File: config.mk
export PLATFORM = sky130hd
export DESIGN_NAME = ethernet_ipv4_l4_header_parser
export DESIGN_NICKNAME = d
export VERILOG_FILES = /design/src/rtl/ehp_pkg.sv /design/src/rtl/ethernet_ipv4_l4_header_parser.sv /design/src/rtl/ehp_front.sv /design/src/rtl/ehp_queue.sv /design/src/rtl/ehp_back.sv
export SDC_FILE = /design/constraint.sdc
export NUM_CORES = 1
export LEC_CHECK = 0
export BUFFER_PORTS_ARGS = -buffer_cell sky130_fd_sc_hd__buf_2
export CAP_MARGIN = 10
export CORE_ASPECT_RATIO = 0.9
export CORE_MARGIN = 3
export CORE_UTILIZATION = 60
export CTS_BUF_LIST = sky130_fd_sc_hd__clkbuf_8 sky130_fd_sc_hd__clkbuf_16
export DETAILED_ROUTE_END_ITERATION = 16
export PLACE_DENSITY = 0.8
export SETUP_SLACK_MARGIN = 0.4
export SLEW_MARGIN = 20
export SYNTH_ARGS = -nofsm -noshare
export SYNTH_HDL_FRONTEND = slang
export SYNTH_SLANG_ARGS = --single-unit
File: constraint.sdc
create_clock -name clk -period 6.7 [get_ports clk]
set_input_delay 1.34 -clock clk [delete_from_list [all_inputs] [get_ports clk]]
set_output_delay 1.34 -clock clk [all_outputs]
set_load 0.01 [all_outputs]
File: src/rtl/ehp_pkg.sv
// shared types and constants for the ethernet / ipv4 / l4 header parser
// no dependencies; imported by every rtl file of the block
package ehp_pkg;

  // frame length field width, wide enough for the largest supported frame size
  localparam int unsigned FRAME_LEN_W = 16;

  localparam logic [15:0] ETHERTYPE_IPV4 = 16'h0800;
  localparam logic [7:0]  PROTO_ICMP     = 8'd1;
  localparam logic [7:0]  PROTO_TCP      = 8'd6;
  localparam logic [7:0]  PROTO_UDP      = 8'd17;

  localparam logic [7:0]  ETH_HDR_BYTES  = 8'd14;
  localparam logic [7:0]  UDP_HDR_BYTES  = 8'd8;
  localparam logic [3:0]  MIN_HDR_WORDS  = 4'd5;
  localparam logic [10:0] LEN_MAX        = 11'd2047;

  localparam logic [1:0]  CLASS_TCP      = 2'd0;
  localparam logic [1:0]  CLASS_UDP      = 2'd1;
  localparam logic [1:0]  CLASS_ICMP     = 2'd2;
  localparam logic [1:0]  CLASS_OTHER    = 2'd3;

  typedef struct packed {
    logic [7:0] frame_byte;
    logic       last_byte;
  } in_item_t;

  typedef struct packed {
    logic [1:0]  frame_class;
    logic        dispatched;
    logic        truncated;
    logic [15:0] source_port;
    logic [15:0] dest_port;
    logic [10:0] payload_offset;
    logic [10:0] payload_len;
    logic [31:0] tcp_total;
    logic [31:0] udp_total;
  } out_item_t;

  // header fields of one finished frame, handed from front to back
  typedef struct packed {
    logic [FRAME_LEN_W-1:0] frame_len;
    logic                   is_ipv4;
    logic [3:0]             ip_header_words;
    logic [7:0]             ip_proto;
    logic [15:0]            src_port;
    logic [15:0]            dst_port;
    logic [3:0]             tcp_offset_words;
  } frame_summary_t;

endpackage

File: src/rtl/ethernet_ipv4_l4_header_parser.sv
// top level of the ethernet / ipv4 / tcp-udp header parser
// depends on ehp_pkg, ehp_front, ehp_queue, ehp_back
//
// usage:
//   in channel  (in_valid / in_ready / in_item): one frame byte per request,
//     last_byte set on the final byte of each frame
//   out channel (out_valid / out_ready / out_item): one descriptor per frame
//     (class, dispatch and truncation flags, ports, payload offset and length,
//     saturating tcp and udp frame totals after this frame)
// throughput: one byte per cycle unless the queue is full; the byte tracker
//   updates position and captured fields in the cycle the byte is taken
// descriptor path: the summary is written into the queue when the last byte
//   is accepted, then classified into the output register once that register
//   is empty or being taken by the receiver
// the two-entry summary queue lets bytes keep flowing while a descriptor
//   waits; in_ready drops only when both queue entries are occupied, which
//   needs the receiver to stall across several back-to-back frame ends
// bytes past MAX_FRAME_BYTES are accepted but neither counted nor captured
// reset: synchronous, clears position, captured fields, counters and queue;
//   no descriptor is pending afterwards
module ethernet_ipv4_l4_header_parser import ehp_pkg::*; #(
  parameter int unsigned MAX_FRAME_BYTES = 2048
) (
  input  logic      clk,
  input  logic      rst,
  input  logic      in_valid,
  output logic      in_ready,
  input  in_item_t  in_item,
  output logic      out_valid,
  input  logic      out_ready,
  output out_item_t out_item
);

  logic           take;
  logic           push;
  logic           pop;
  logic           q_full;
  logic           q_not_empty;
  frame_summary_t push_summary;
  frame_summary_t head_summary;

  // byte requests are held off only while the summary queue is full
  assign in_ready = !q_full;
  assign take     = in_valid && in_ready;

  ehp_front #(
    .MAX_FRAME_BYTES(MAX_FRAME_BYTES)
  ) u_front (
    .clk     (clk),
    .rst     (rst),
    .take    (take),
    .item    (in_item),
    .push    (push),
    .summary (push_summary)
  );

  ehp_queue u_queue (
    .clk       (clk),
    .rst       (rst),
    .push      (push),
    .push_data (push_summary),
    .pop       (pop),
    .full      (q_full),
    .not_empty (q_not_empty),
    .head      (head_summary)
  );

  ehp_back u_back (
    .clk        (clk),
    .rst        (rst),
    .head_valid (q_not_empty),
    .head       (head_summary),
    .pop        (pop),
    .out_valid  (out_valid),
    .out_ready  (out_ready),
    .out_item   (out_item)
  );

endmodule

File: src/rtl/ehp_front.sv
// byte tracker: counts frame position and captures header fields
// depends on ehp_pkg; pushes one frame summary per last byte
module ehp_front import ehp_pkg::*; #(
  parameter int unsigned MAX_FRAME_BYTES = 2048
) (
  input  logic           clk,
  input  logic           rst,
  input  logic           take,
  input  in_item_t       item,
  output logic           push,
  output frame_summary_t summary
);

  localparam int unsigned PW = $clog2(MAX_FRAME_BYTES + 1);
  localparam int unsigned CW = (PW > 8) ? PW : 8;

  logic [PW-1:0] position;
  logic [15:0]   ether_kind;
  logic [3:0]    ip_header_words;
  logic [7:0]    ip_proto;
  logic [15:0]   src_port_reg;
  logic [15:0]   dst_port_reg;
  logic [3:0]    tcp_offset_words;

  logic [PW-1:0] position_cap;
  logic [15:0]   ether_cap;
  logic [3:0]    ihl_cap;
  logic [7:0]    proto_cap;
  logic [15:0]   src_cap;
  logic [15:0]   dst_cap;
  logic [3:0]    toff_cap;

  logic [CW-1:0] pos_c;
  logic [CW-1:0] l4_start;
  logic          counting;

  assign pos_c    = CW'(position);
  assign l4_start = CW'(ETH_HDR_BYTES) + CW'({ip_header_words, 2'b00});
  assign counting = position < PW'(MAX_FRAME_BYTES);

  always_comb begin
    position_cap = position;
    ether_cap    = ether_kind;
    ihl_cap      = ip_header_words;
    proto_cap    = ip_proto;
    src_cap      = src_port_reg;
    dst_cap      = dst_port_reg;
    toff_cap     = tcp_offset_words;
    if (counting) begin
      position_cap = position + PW'(1);
      if (pos_c == CW'(12)) ether_cap[15:8] = item.frame_byte;
      if (pos_c == CW'(13)) ether_cap[7:0]  = item.frame_byte;
      if (pos_c == CW'(14)) ihl_cap         = item.frame_byte[3:0];
      if (pos_c == CW'(23)) proto_cap       = item.frame_byte;
      // l4 fields only once a plausible ihl is known
      if (ip_header_words >= MIN_HDR_WORDS) begin
        if (pos_c == l4_start)               src_cap[15:8] = item.frame_byte;
        if (pos_c == l4_start + CW'(1))      src_cap[7:0]  = item.frame_byte;
        if (pos_c == l4_start + CW'(2))      dst_cap[15:8] = item.frame_byte;
        if (pos_c == l4_start + CW'(3))      dst_cap[7:0]  = item.frame_byte;
        if (pos_c == l4_start + CW'(12))     toff_cap      = item.frame_byte[7:4];
      end
    end
  end

  assign push = take && item.last_byte;

  always_comb begin
    summary.frame_len        = FRAME_LEN_W'(position_cap);
    summary.is_ipv4          = (ether_cap == ETHERTYPE_IPV4);
    summary.ip_header_words  = ihl_cap;
    summary.ip_proto         = proto_cap;
    summary.src_port         = src_cap;
    summary.dst_port         = dst_cap;
    summary.tcp_offset_words = toff_cap;
  end

  always_ff @(posedge clk) begin
    if (rst || push) begin
      position         <= '0;
      ether_kind       <= '0;
      ip_header_words  <= '0;
      ip_proto         <= '0;
      src_port_reg     <= '0;
      dst_port_reg     <= '0;
      tcp_offset_words <= '0;
    end else if (take) begin
      position         <= position_cap;
      ether_kind       <= ether_cap;
      ip_header_words  <= ihl_cap;
      ip_proto         <= proto_cap;
      src_port_reg     <= src_cap;
      dst_port_reg     <= dst_cap;
      tcp_offset_words <= toff_cap;
    end
  end

endmodule

File: src/rtl/ehp_queue.sv
// two-entry queue of frame summaries between the byte tracker and the classifier
// depends on ehp_pkg
module ehp_queue import ehp_pkg::*; (
  input  logic           clk,
  input  logic           rst,
  input  logic           push,
  input  frame_summary_t push_data,
  input  logic           pop,
  output logic           full,
  output logic           not_empty,
  output frame_summary_t head
);

  frame_summary_t mem [2];
  logic           wr_ptr;
  logic           rd_ptr;
  logic [1:0]     count;

  assign full      = (count == 2'd2);
  assign not_empty = (count != 2'd0);
  assign head      = mem[rd_ptr];

  always_ff @(posedge clk) begin
    if (push) begin
      mem[wr_ptr] <= push_data;
    end
  end

  always_ff @(posedge clk) begin
    if (rst) begin
      wr_ptr <= 1'b0;
      rd_ptr <= 1'b0;
      count  <= 2'd0;
    end else begin
      if (push) wr_ptr <= ~wr_ptr;
      if (pop)  rd_ptr <= ~rd_ptr;
      if (push && !pop)      count <= count + 2'd1;
      else if (pop && !push) count <= count - 2'd1;
    end
  end

  a_count_up: assert property (@(posedge clk) disable iff (rst)
    !$past(rst) && $past(push) && !$past(pop) |-> count == $past(count) + 2'd1)
    else $error("queue count did not advance on push");

  a_no_overflow: assert property (@(posedge clk) disable iff (rst)
    full |-> !push || pop)
    else $error("queue written while full");

endmodule

File: src/rtl/ehp_back.sv
// classifier: turns a frame summary into a descriptor, keeps l4 frame counters
// depends on ehp_pkg; output register decouples the receiver
module ehp_back import ehp_pkg::*; (
  input  logic           clk,
  input  logic           rst,
  input  logic           head_valid,
  input  frame_summary_t head,
  output logic           pop,
  output logic           out_valid,
  input  logic           out_ready,
  output out_item_t      out_item
);

  logic [31:0] tcp_counter;
  logic [31:0] udp_counter;
  logic [31:0] tcp_counter_next;
  logic [31:0] udp_counter_next;

  logic [FRAME_LEN_W-1:0] len;
  logic [7:0]             l4_start;
  logic [7:0]             hdr_end;
  logic [FRAME_LEN_W-1:0] hdr_end_w;
  logic [FRAME_LEN_W-1:0] plen_full;
  logic [10:0]            plen_sat;
  out_item_t              desc;

  assign len       = head.frame_len;
  assign l4_start  = ETH_HDR_BYTES + {2'b00, head.ip_header_words, 2'b00};
  assign hdr_end   = (head.ip_proto == PROTO_TCP)
                   ? l4_start + {2'b00, head.tcp_offset_words, 2'b00}
                   : l4_start + UDP_HDR_BYTES;
  assign hdr_end_w = FRAME_LEN_W'(hdr_end);
  assign plen_full = len - hdr_end_w;
  assign plen_sat  = (plen_full > FRAME_LEN_W'(LEN_MAX)) ? LEN_MAX : plen_full[10:0];

  assign pop = head_valid && (!out_valid || out_ready);

  always_comb begin
    desc               = '0;
    desc.frame_class   = CLASS_OTHER;
    tcp_counter_next   = tcp_counter;
    udp_counter_next   = udp_counter;
    priority if (len < FRAME_LEN_W'(ETH_HDR_BYTES)) begin
      desc.truncated = 1'b1;
    end else if (!head.is_ipv4) begin
      desc.truncated = 1'b0;
    end else if (head.ip_header_words < MIN_HDR_WORDS ||
                 len < FRAME_LEN_W'(l4_start)) begin
      desc.truncated = 1'b1;
    end else if (head.ip_proto == PROTO_TCP || head.ip_proto == PROTO_UDP) begin
      if (head.ip_proto == PROTO_TCP) begin
        desc.frame_class = CLASS_TCP;
        tcp_counter_next = (&tcp_counter) ? tcp_counter : tcp_counter + 32'd1;
      end else begin
        desc.frame_class = CLASS_UDP;
        udp_counter_next = (&udp_counter) ? udp_counter : udp_counter + 32'd1;
      end
      priority if ((head.ip_proto == PROTO_TCP &&
                    head.tcp_offset_words < MIN_HDR_WORDS) || len < hdr_end_w) begin
        desc.truncated = 1'b1;
      end else if (len > hdr_end_w) begin
        desc.dispatched     = 1'b1;
        desc.source_port    = head.src_port;
        desc.dest_port      = head.dst_port;
        desc.payload_offset = {3'b000, hdr_end};
        desc.payload_len    = plen_sat;
      end else begin
        // headers only, nothing to hand on
        desc.dispatched = 1'b0;
      end
    end else if (head.ip_proto == PROTO_ICMP) begin
      desc.frame_class    = CLASS_ICMP;
      desc.dispatched     = 1'b1;
      desc.payload_offset = {3'b000, l4_start};
    end else begin
      desc.truncated = 1'b0;
    end
    desc.tcp_total = tcp_counter_next;
    desc.udp_total = udp_counter_next;
  end

  always_ff @(posedge clk) begin
    if (rst) begin
      out_valid   <= 1'b0;
      tcp_counter <= '0;
      udp_counter <= '0;
    end else begin
      if (pop) begin
        out_valid   <= 1'b1;
        tcp_counter <= tcp_counter_next;
        udp_counter <= udp_counter_next;
      end else if (out_ready) begin
        out_valid <= 1'b0;
      end
    end
  end

  always_ff @(posedge clk) begin
    if (pop) begin
      out_item <= desc;
    end
  end

  a_tcp_monotonic: assert property (@(posedge clk) disable iff (rst)
    !$past(rst) |-> tcp_counter >= $past(tcp_counter))
    else $error("tcp counter went backwards");

  a_disp_not_trunc: assert property (@(posedge clk) disable iff (rst)
    out_valid && out_item.dispatched |-> !out_item.truncated)
    else $error("truncated frame dispatched");

  a_l4_disp_payload: assert property (@(posedge clk) disable iff (rst)
    out_valid && out_item.dispatched && out_item.frame_class != CLASS_ICMP
      |-> out_item.payload_len != 11'd0)
    else $error("l4 frame dispatched with empty payload");

endmodule
* Word-level counts from Yosys, hierarchy flattened
Memory sizes are Yosys's and may differ from the RTL's. A register that Yosys moved wholly into a read port is not among the register bits.
Cells that the tools add are included.
Widths: inputs -> output; s select.
** Word-level totals
- Bits of input ports :: 13
- Register bits after elaboration :: 267
- Output and inout bits :: 124
- Word-level logic and storage cells :: 140
- Memories :: 1
- RAM bits :: 122
** Cells by class
- Equality and inequality tests :: 14
- Mux-type cells :: 53
- Bitwise gates (word level) :: 5
- $add $sub $neg :: 14
- $lt $le $gt $ge :: 9
- Reductions and logical operators :: 22
** Memories
- u_queue.mem :: words 2, bits a word 61, read ports 1, clocked after memory_dff 1, wr ports 1, RTL line ehp_queue.sv:14 : frame_summary_t mem [2];
** Operator list (number)
- $mux 32 :: 12
- $mux 16 :: 5
- $mux 8 :: 10
- $add 32x1->32 const B :: 2
- $reduce_and 32->1 :: 2
- $eq 12x12->1 :: 5
- $eq 12x4->1 const B :: 3
- $lt 16x8->1 :: 2
- $add 12x1->12 const B :: 2
- $add 12x2->12 const B :: 2
- $mux 4 :: 6
- $mux 11 :: 2
- $mux 22 :: 1
- $mux 19 :: 1
- $eq 16x12->1 const B :: 1
- $gt 16x11->1 const B :: 1
- $gt 16x8->1 :: 1
- $lt 16x4->1 const B :: 1
- $sub 16x8->16 :: 1
- $add 4x6->7 const A :: 2
- $add 12x4->12 const B :: 1
- $eq 12x5->1 const B :: 1
- $lt 12x12->1 const B :: 1
- $mux 1 :: 12
- 19 further kinds :: 40

* Longest topological paths before layout
Gate-level depths: netlist of the first run.
- Depth after elaboration :: 9
- Mapped depth :: 24
- Mapped depth without buffers :: 19

* Modules after synthesis
Synthesis of the first run repeated with hierarchy kept, for this count alone.
** Second synthesis, totals
- Cell total of the unflattened synthesis :: 1676
- Area, all modules :: 19048.3 um^2
** By module, submodules not included
- ehp_back :: area each 9733.1 um^2, sequential area each 4814.6 um^2, instances 1, cells each 954
- ehp_queue :: area each 4914.7 um^2, sequential area each 4003.8 um^2, instances 1, cells each 224
- ehp_front :: area each 4390.5 um^2, sequential area each 1521.5 um^2, instances 1, cells each 496
- ethernet_ipv4_l4_header_parser :: area each 10.0 um^2, sequential area each 0.0 um^2, instances 1, cells each 2

* Worst setup path after synthesis of the first run
OpenSTA, ideal clock, no wires.
- Path type :: register to register
- From :: reg (tool-made name)
- To :: reg, netlist name u_back.out_item[79]
- Stages on the path, launching flop included :: 24
- Buffers on the path :: 7
- Slack :: 1.343 ns
- Data arrival time :: 5.090 ns
- Required time :: 6.433 ns
- Period minus slack after synthesis :: 5.357 ns
- Library setup time :: 0.267 ns
- Cells stage by stage :: dfxtp_1 > buf_4 > buf_4 > buf_2 > buf_1 > buf_1 > mux2i_1 > ha_1 > xnor2_1 > inv_1 > ha_1 > xnor2_1 > nor2_1 > a21oi_1 > ha_1 > and2_1 > a221o_1 > a21oi_1 > o21ai_0 > o22ai_1 > or3_1 > clkbuf_1 > clkbuf_1 > o22ai_1

==> flow_summary.toml, run 1 <==
[routing]
wl_per_cell_um = 17.4
drt_first_pass_iters = 6
post-route-drc-count = 0
drt_iter0_drc = 1111
antenna_left = 0
wl_um = 36700
viasPerCell = 5.74
vias = 12100

[clocking]
clock-root-buffer = "clkbuf_16"
cts_buffers = 39
postCtsResizedCells = 0
hold_buffers = 0
numClockSinks = 385
cts_buffer_depth = 3
cts_max_level = 2
clk_latency_ns = 0.53
clk_pin_slew_ns = 0.06
cts_tree = "built"
postCtsSetupRepairBufs = 0

[placed_design]
dp_hpwl_um = 24100
port_buffers = 132
preCtsSetupSlack_ns = 1.36
gp_congestion = 0.903

[power]
p_per_area_nw_per_um2 = 346
internal_power_mw = 4.90
ir_worst_vdd_mv = 0.238
leakage_nw = 7.43
switching_share_pct = 29.5
p_comb_share_pct = 22.8
power_frac_seq_pct = 45.3
p_switching_mw = 2.05
clkPwrFrac_pct = 31.9

[floorplanning]
dieArea_um2 = 31900
ios = 137
rows = 59
die_h_um = 170
die_x_um = 188
core_um2 = 29100
start_util_pct = 61.4

[synthesis]
syn_area_um2 = 17900
synth_edf_count = 239
async_flop_share_pct = 0
synth_xor_area_share_pct = 7.55
yosys-top-cells-area = "edfxtp_1 (40%), dfxtp_1 (16%), mux2i_1 (5.6%)"
synth_compound_area_share_pct = 4.41
yosysMostFrequentCell = "edfxtp_1"
synth-simple-area-share_pct = 16.9
yosysUniqueCellTypes = 77
synthAdderAreaFrac_pct = 2.05
synth.top_cells.by_count = "edfxtp_1 (239), nor2_1 (237), dfxtp_1 (146)"
syn-instance-count = 1582
ys_seq_area_share_pct = 56.6
synth_top_family_by_area = "simple AND/OR/NAND/NOR gates"
syn_area_per_cell_um2 = 11.3
yosysWarnings = 0
synth.area.mux_share_pct = 9.58
yosys.area.top_type_share_pct = 40.2
yosysTopAreaCell = "edfxtp_1"
synth_flop_cell = "edfxtp_1"
synth-seq-cells = 385

[sta]
post-route-period-util_pct = 80.5
fmax_mhz = 185
slew_violations = 0
period_needed_ns = 5.40
fin_tns_setup_ns = 0
rsz0062_at_grt = "no"
tightest_slew_ns = 0.921
slew_headroom_pct = 38.6
finClkSkew_ns = 0.0188
final_hold_viol_count = 0
setup_viol = 0
setup_ws_ns = 1.30

[global_routing]
grt_pass1_wl_um = 58700
grtUsageTotal_pct = 22.5
grt_max_degree = 77
first_global_vias = 11400
antenna_found_initial = 0
overflow = 0

[critical_path]
cp.arrival_ns = 5.67
critPathLaunchType = "register"
rr_endpoint = "u_back.out_item[88]"
critPathMaxFanout = 45
rr_worst_depth = 18
reg2reg_slack_ns = 1.30
crit_type = "register to register"
end_kind = "register"
cp.required_ns = 6.98

[layout]
fillCellCount = 2109
largest_reg_flops = 122
reg_top3 = "u_queue.mem (122), u_back.out_item (117)"
area_growth_pct = 12.6
regMostFlops = "u_queue.mem"
final_layout_size_suffix_gt1_share_pct = 17.8
num-nets-final = 1719
antennaDiodeCount = 0

[hold_path]
min_path_cells = 2
hold_class = "register to register"
hold_end = "u_front.tcp_offset_words[3]"
min_from = "u_front.tcp_offset_words[3]"

[outcome]
status = "complete, no violations"

[job]
cap_violations = 0
[stage by stage]
step	instances	cell area [um2]	power (mW)	hold WS (ns)	util (%)
after global placement	2032	18700	4.74	0.467	64.4
final	2105	20100	6.96	0.493	69.1
after floorplan	1585	17900	4.24	0.452	-
after CTS	2105	20100	7.01	0.496	69.1
after detailed placement	2033	18800	4.79	0.477	64.5
after global routing	2105	20100	7.26	0.504	69.1
[logic make-up (layout without fill, tap and decap cells)]
logic type               after synthesis  count (layout)
AND/OR/NAND/NOR                      599             599
flip-flops                           385             385
multiplexers                         163             163
XOR/XNOR                             153             153
AO/OA/AOI/OAI                        128             128
buffers and inverters                125             249
adder cells (fa/ha/maj)               28              28
other                                  1               4
[cell usage in the layout (no fill, tap or decap), drive strengths merged, types with 29 or more instances in the layout]
cell	Yosys	routed
o21ai	29	29
nand3	45	45
clkbuf	64	43
a21oi	54	54
nor3	66	66
buf	30	146
mux2	63	63
nand2	80	80
edfxtp	239	239
dfxtp	146	146
inv	31	40
mux2i	100	100
nor2	240	240
xnor2	91	91
xor2	62	62
[worst max-delay path, stage by stage, from the launching register on]
cell and delay [ns]:
dfxtp_4 0.67, mux2_2 0.44, inv_1 0.09, ha_1 0.18
xnor2_1 0.19, inv_1 0.13, ha_1 0.34, xnor2_1 0.16
nor2_1 0.06, a21oi_1 0.17, ha_1 0.31, and2_1 0.21
a221o_1 0.32, a21oi_1 0.20, o21ai_0 0.24, o22ai_1 0.27
or3_1 0.67, buf_4 0.37, nor2_1 0.09
[how the worst max path moves through the flow]
stage,to,cells after the start,slack [ns],start
6_report,u_back.out_item[88],18,1.30,register
5_1_grt,u_back.out_item[113],18,0.87,register
4_1_cts,u_back.out_item[88],18,1.36,register
3_5_place_dp,u_back.out_item[88],18,1.36,register
3_3_place_gp,u_back.out_item[112],18,1.50,register
2_1_floorplan,u_back.out_item[79],23,1.34,register
[cell type report]
| type | count | area (um2) | area share (%) |
|---|---|---|---|
| sequential | 385 | 10100 | 50.3 |
| tap | 396 | 495 | 2.47 |
| multi-input combinational | 1075 | 7260 | 36.1 |
| clock inverter | 29 | 279 | 1.39 |
| timing repair buffer | 146 | 786 | 3.91 |
| inverter | 31 | 119 | 0.591 |
| clock buffer | 43 | 1050 | 5.24 |
[power by group through the flow]
stage	clock (mW)	combinational [mW]	sequential [mW]
3_5_place_dp	0	1.59	3.20
2_1_floorplan	0	0.898	3.35
4_1_cts	2.25	1.60	3.16
3_3_place_gp	0	1.56	3.19
6_report	2.22	1.59	3.15
5_1_grt	2.34	1.73	3.19
[routing by layer]
metal	vias to the layer above	wire (um)	track usage [%]
met2	382	17800	38.3
li1	5825	-	-
met5	-	0	0
met4	0	811	6.59
met1	5811	16000	30.5
met3	72	1990	2.87
(Power assumes the default switching activity.)
==> run 2, diff against run 1 <==
==> constraint.sdc (replaced) <==
create_clock -name clk -period 5 [get_ports clk]
set_input_delay 1 -clock clk [delete_from_list [all_inputs] [get_ports clk]]
set_output_delay 1 -clock clk [all_outputs]
set_load 0.01 [all_outputs]
==> run 2 against run 1 <==
  * Non-clock buffer count increased by 3
  * Core utilization decreased by 0.095 points
  * Critical path depth decreased by 4
  * Maximum frequency increased by 21%
  * First-iteration DRC count decreased by 1.7%
  * Sequential share of layout area increased by 0.069 points
  * Die area unchanged
  * Sequential power increased by 33%
  * Critical path type unchanged
  * Largest power group unchanged
==> flow_summary.toml, run 2 (synthesized netlist as in run 1, its figures left out) <==
[floorplanning]
core_um2 = 29100
die_h_um = 170
die_x_um = 188
rows = 59
ios = 137
dieArea_um2 = 31900
start_util_pct = 61.4

[sta]
fin_tns_setup_ns = 0
finClkSkew_ns = 0.0144
period_needed_ns = 4.47
setup_viol = 0
final_hold_viol_count = 0
tightest_slew_ns = 0.939
slew_violations = 0
rsz0062_at_grt = "no"
setup_ws_ns = 0.533
slew_headroom_pct = 37.4
fmax_mhz = 224
post-route-period-util_pct = 89.3

[critical_path]
crit_top_cell = "o22ai_1"
critPathMaxFanout = 50
cpLargestDelayFamily = "compound AO/OA/AOI/OAI gates"
crit_type = "register to register"
cp.arrival_ns = 4.70
critical-path-max-stage-delay_ns = 0.58
worst-path-stages = 14
path_buf_inv = 2
rr_worst_depth = 14
cp.required_ns = 5.23
path_cells = "buf_6, nor3_1, o22ai_1, or2_0, mux2i_1, ha_1, and2_1, a221o_1, a21oi_2, o21ai_2, o22ai_1, or3_1, buf_12, o22ai_1"
end_kind = "register"
critPathSlowestCell = "or2_0"
critPathLaunchType = "register"

[clocking]
hold_buffers = 0
clock-root-buffer = "clkbuf_16"
numClockSinks = 385
cts_buffers = 39
cts_buffer_depth = 3
clk_pin_slew_ns = 0.06
clk_latency_ns = 0.52
cts_max_level = 2
cts_tree = "built"

[global_routing]
grtUsageTotal_pct = 22.6
antenna_found_initial = 0
grt_max_degree = 75
grt_pass1_wl_um = 58900
overflow = 0
first_global_vias = 11500

[layout]
final_cell_area_um2 = 20100
area_growth_pct = 12.4
mostFrequentLayoutCells = "edfxtp_1 (239), nor2_1 (236), dfxtp_1 (145), buf_2 (132), mux2i_1 (100)"
stdcell_count = 2106
largest_reg_flops = 122
utilization_pct = 69.0
num-nets-final = 1722
final_layout_size_suffix_gt1_share_pct = 17.8
layout_commonest_cell = "edfxtp_1"
fillCellCount = 2154
regMostFlops = "u_queue.mem"
reg_top3 = "u_queue.mem (122), u_back.out_item (117)"
antennaDiodeCount = 0

[power]
leakage_nw = 7.43
p_per_area_nw_per_um2 = 461
ir_worst_vdd_mv = 0.303

[routing]
viasPerCell = 5.75
drt_first_pass_iters = 5
wl_met1_um = 16000
vias = 12100
wl_per_cell_um = 17.6
antenna_left = 0
wl_met2_um = 17900
top_layer = "met4"
dr_wl_met3_um = 2380
wl_um = 37000
drt_iter0_drc = 1092
post-route-drc-count = 0

[placed_design]
port_buffers = 132
dp_hpwl_um = 24300
gp_congestion = 0.915
placed_area_um2 = 18800
preCtsSetupSlack_ns = 0.288
placed_cells = 2035

[outcome]
status = "complete, no violations"

[hold_path]
min_path_cells = 2
min_from = "u_front.dst_port_reg[1]"
hold_class = "register to register"

[job]
cap_violations = 0
run 2: path summary, 6_finish.rpt:
check                                 end  slack, ns
setup / recovery      u_back.out_item[78]       0.53
hold / removal    u_front.dst_port_reg[1]       0.49
hold reg to reg   u_front.dst_port_reg[1]       0.49
setup reg to reg      u_back.out_item[78]       0.53
run 2: tightest hold or removal path: cells and delay by family, from the launching register on:
family           cells  cell delay (ns)
flip-flops           1             0.32
AND/OR/NAND/NOR      1             0.07
multiplexers         1             0.06
run 2: stage by stage:
step | hold WS, ns | power (mW)
3_5_place_dp | 0.478 | 6.42
4_1_cts | 0.495 | 9.28
2_1_floorplan | 0.452 | 5.71
5_1_grt | 0.509 | 9.66
6_report | 0.488 | 9.25
3_3_place_gp | 0.467 | 6.38
run 2: final cells by class:
class                      instances  area [um2]  area share (%)
clock inverter                    25         194           0.966
timing repair buffer             149         805            4.01
tap                              396         495            2.47
multi-input combinational       1075        7280            36.3
clock buffer                      45        1070            5.33
inverter                          31         119           0.592
sequential                       385       10100            50.3
run 2: per-layer routing:
metal  up-vias  track usage (%)
li1       5844                -
met3        60             3.47
met1      5801             30.5
met5         -                0
met2       402             38.6
met4         0             6.20
run 2: report_power, final:
part	leakage, nW	internal [mW]	total, mW	switching, mW
registers	3.48	4.01	4.19	0.183
logic	3.28	0.809	2.21	1.40
clock network	0.676	1.68	2.85	1.17
run 2: what timing repair did:
action,in CTS,in global routing
gates resized for setup,2,8
setup endpoints to repair,50,50
endpoints found under the hold margin,0,0
pin swaps,0,1
setup buffers,0,1
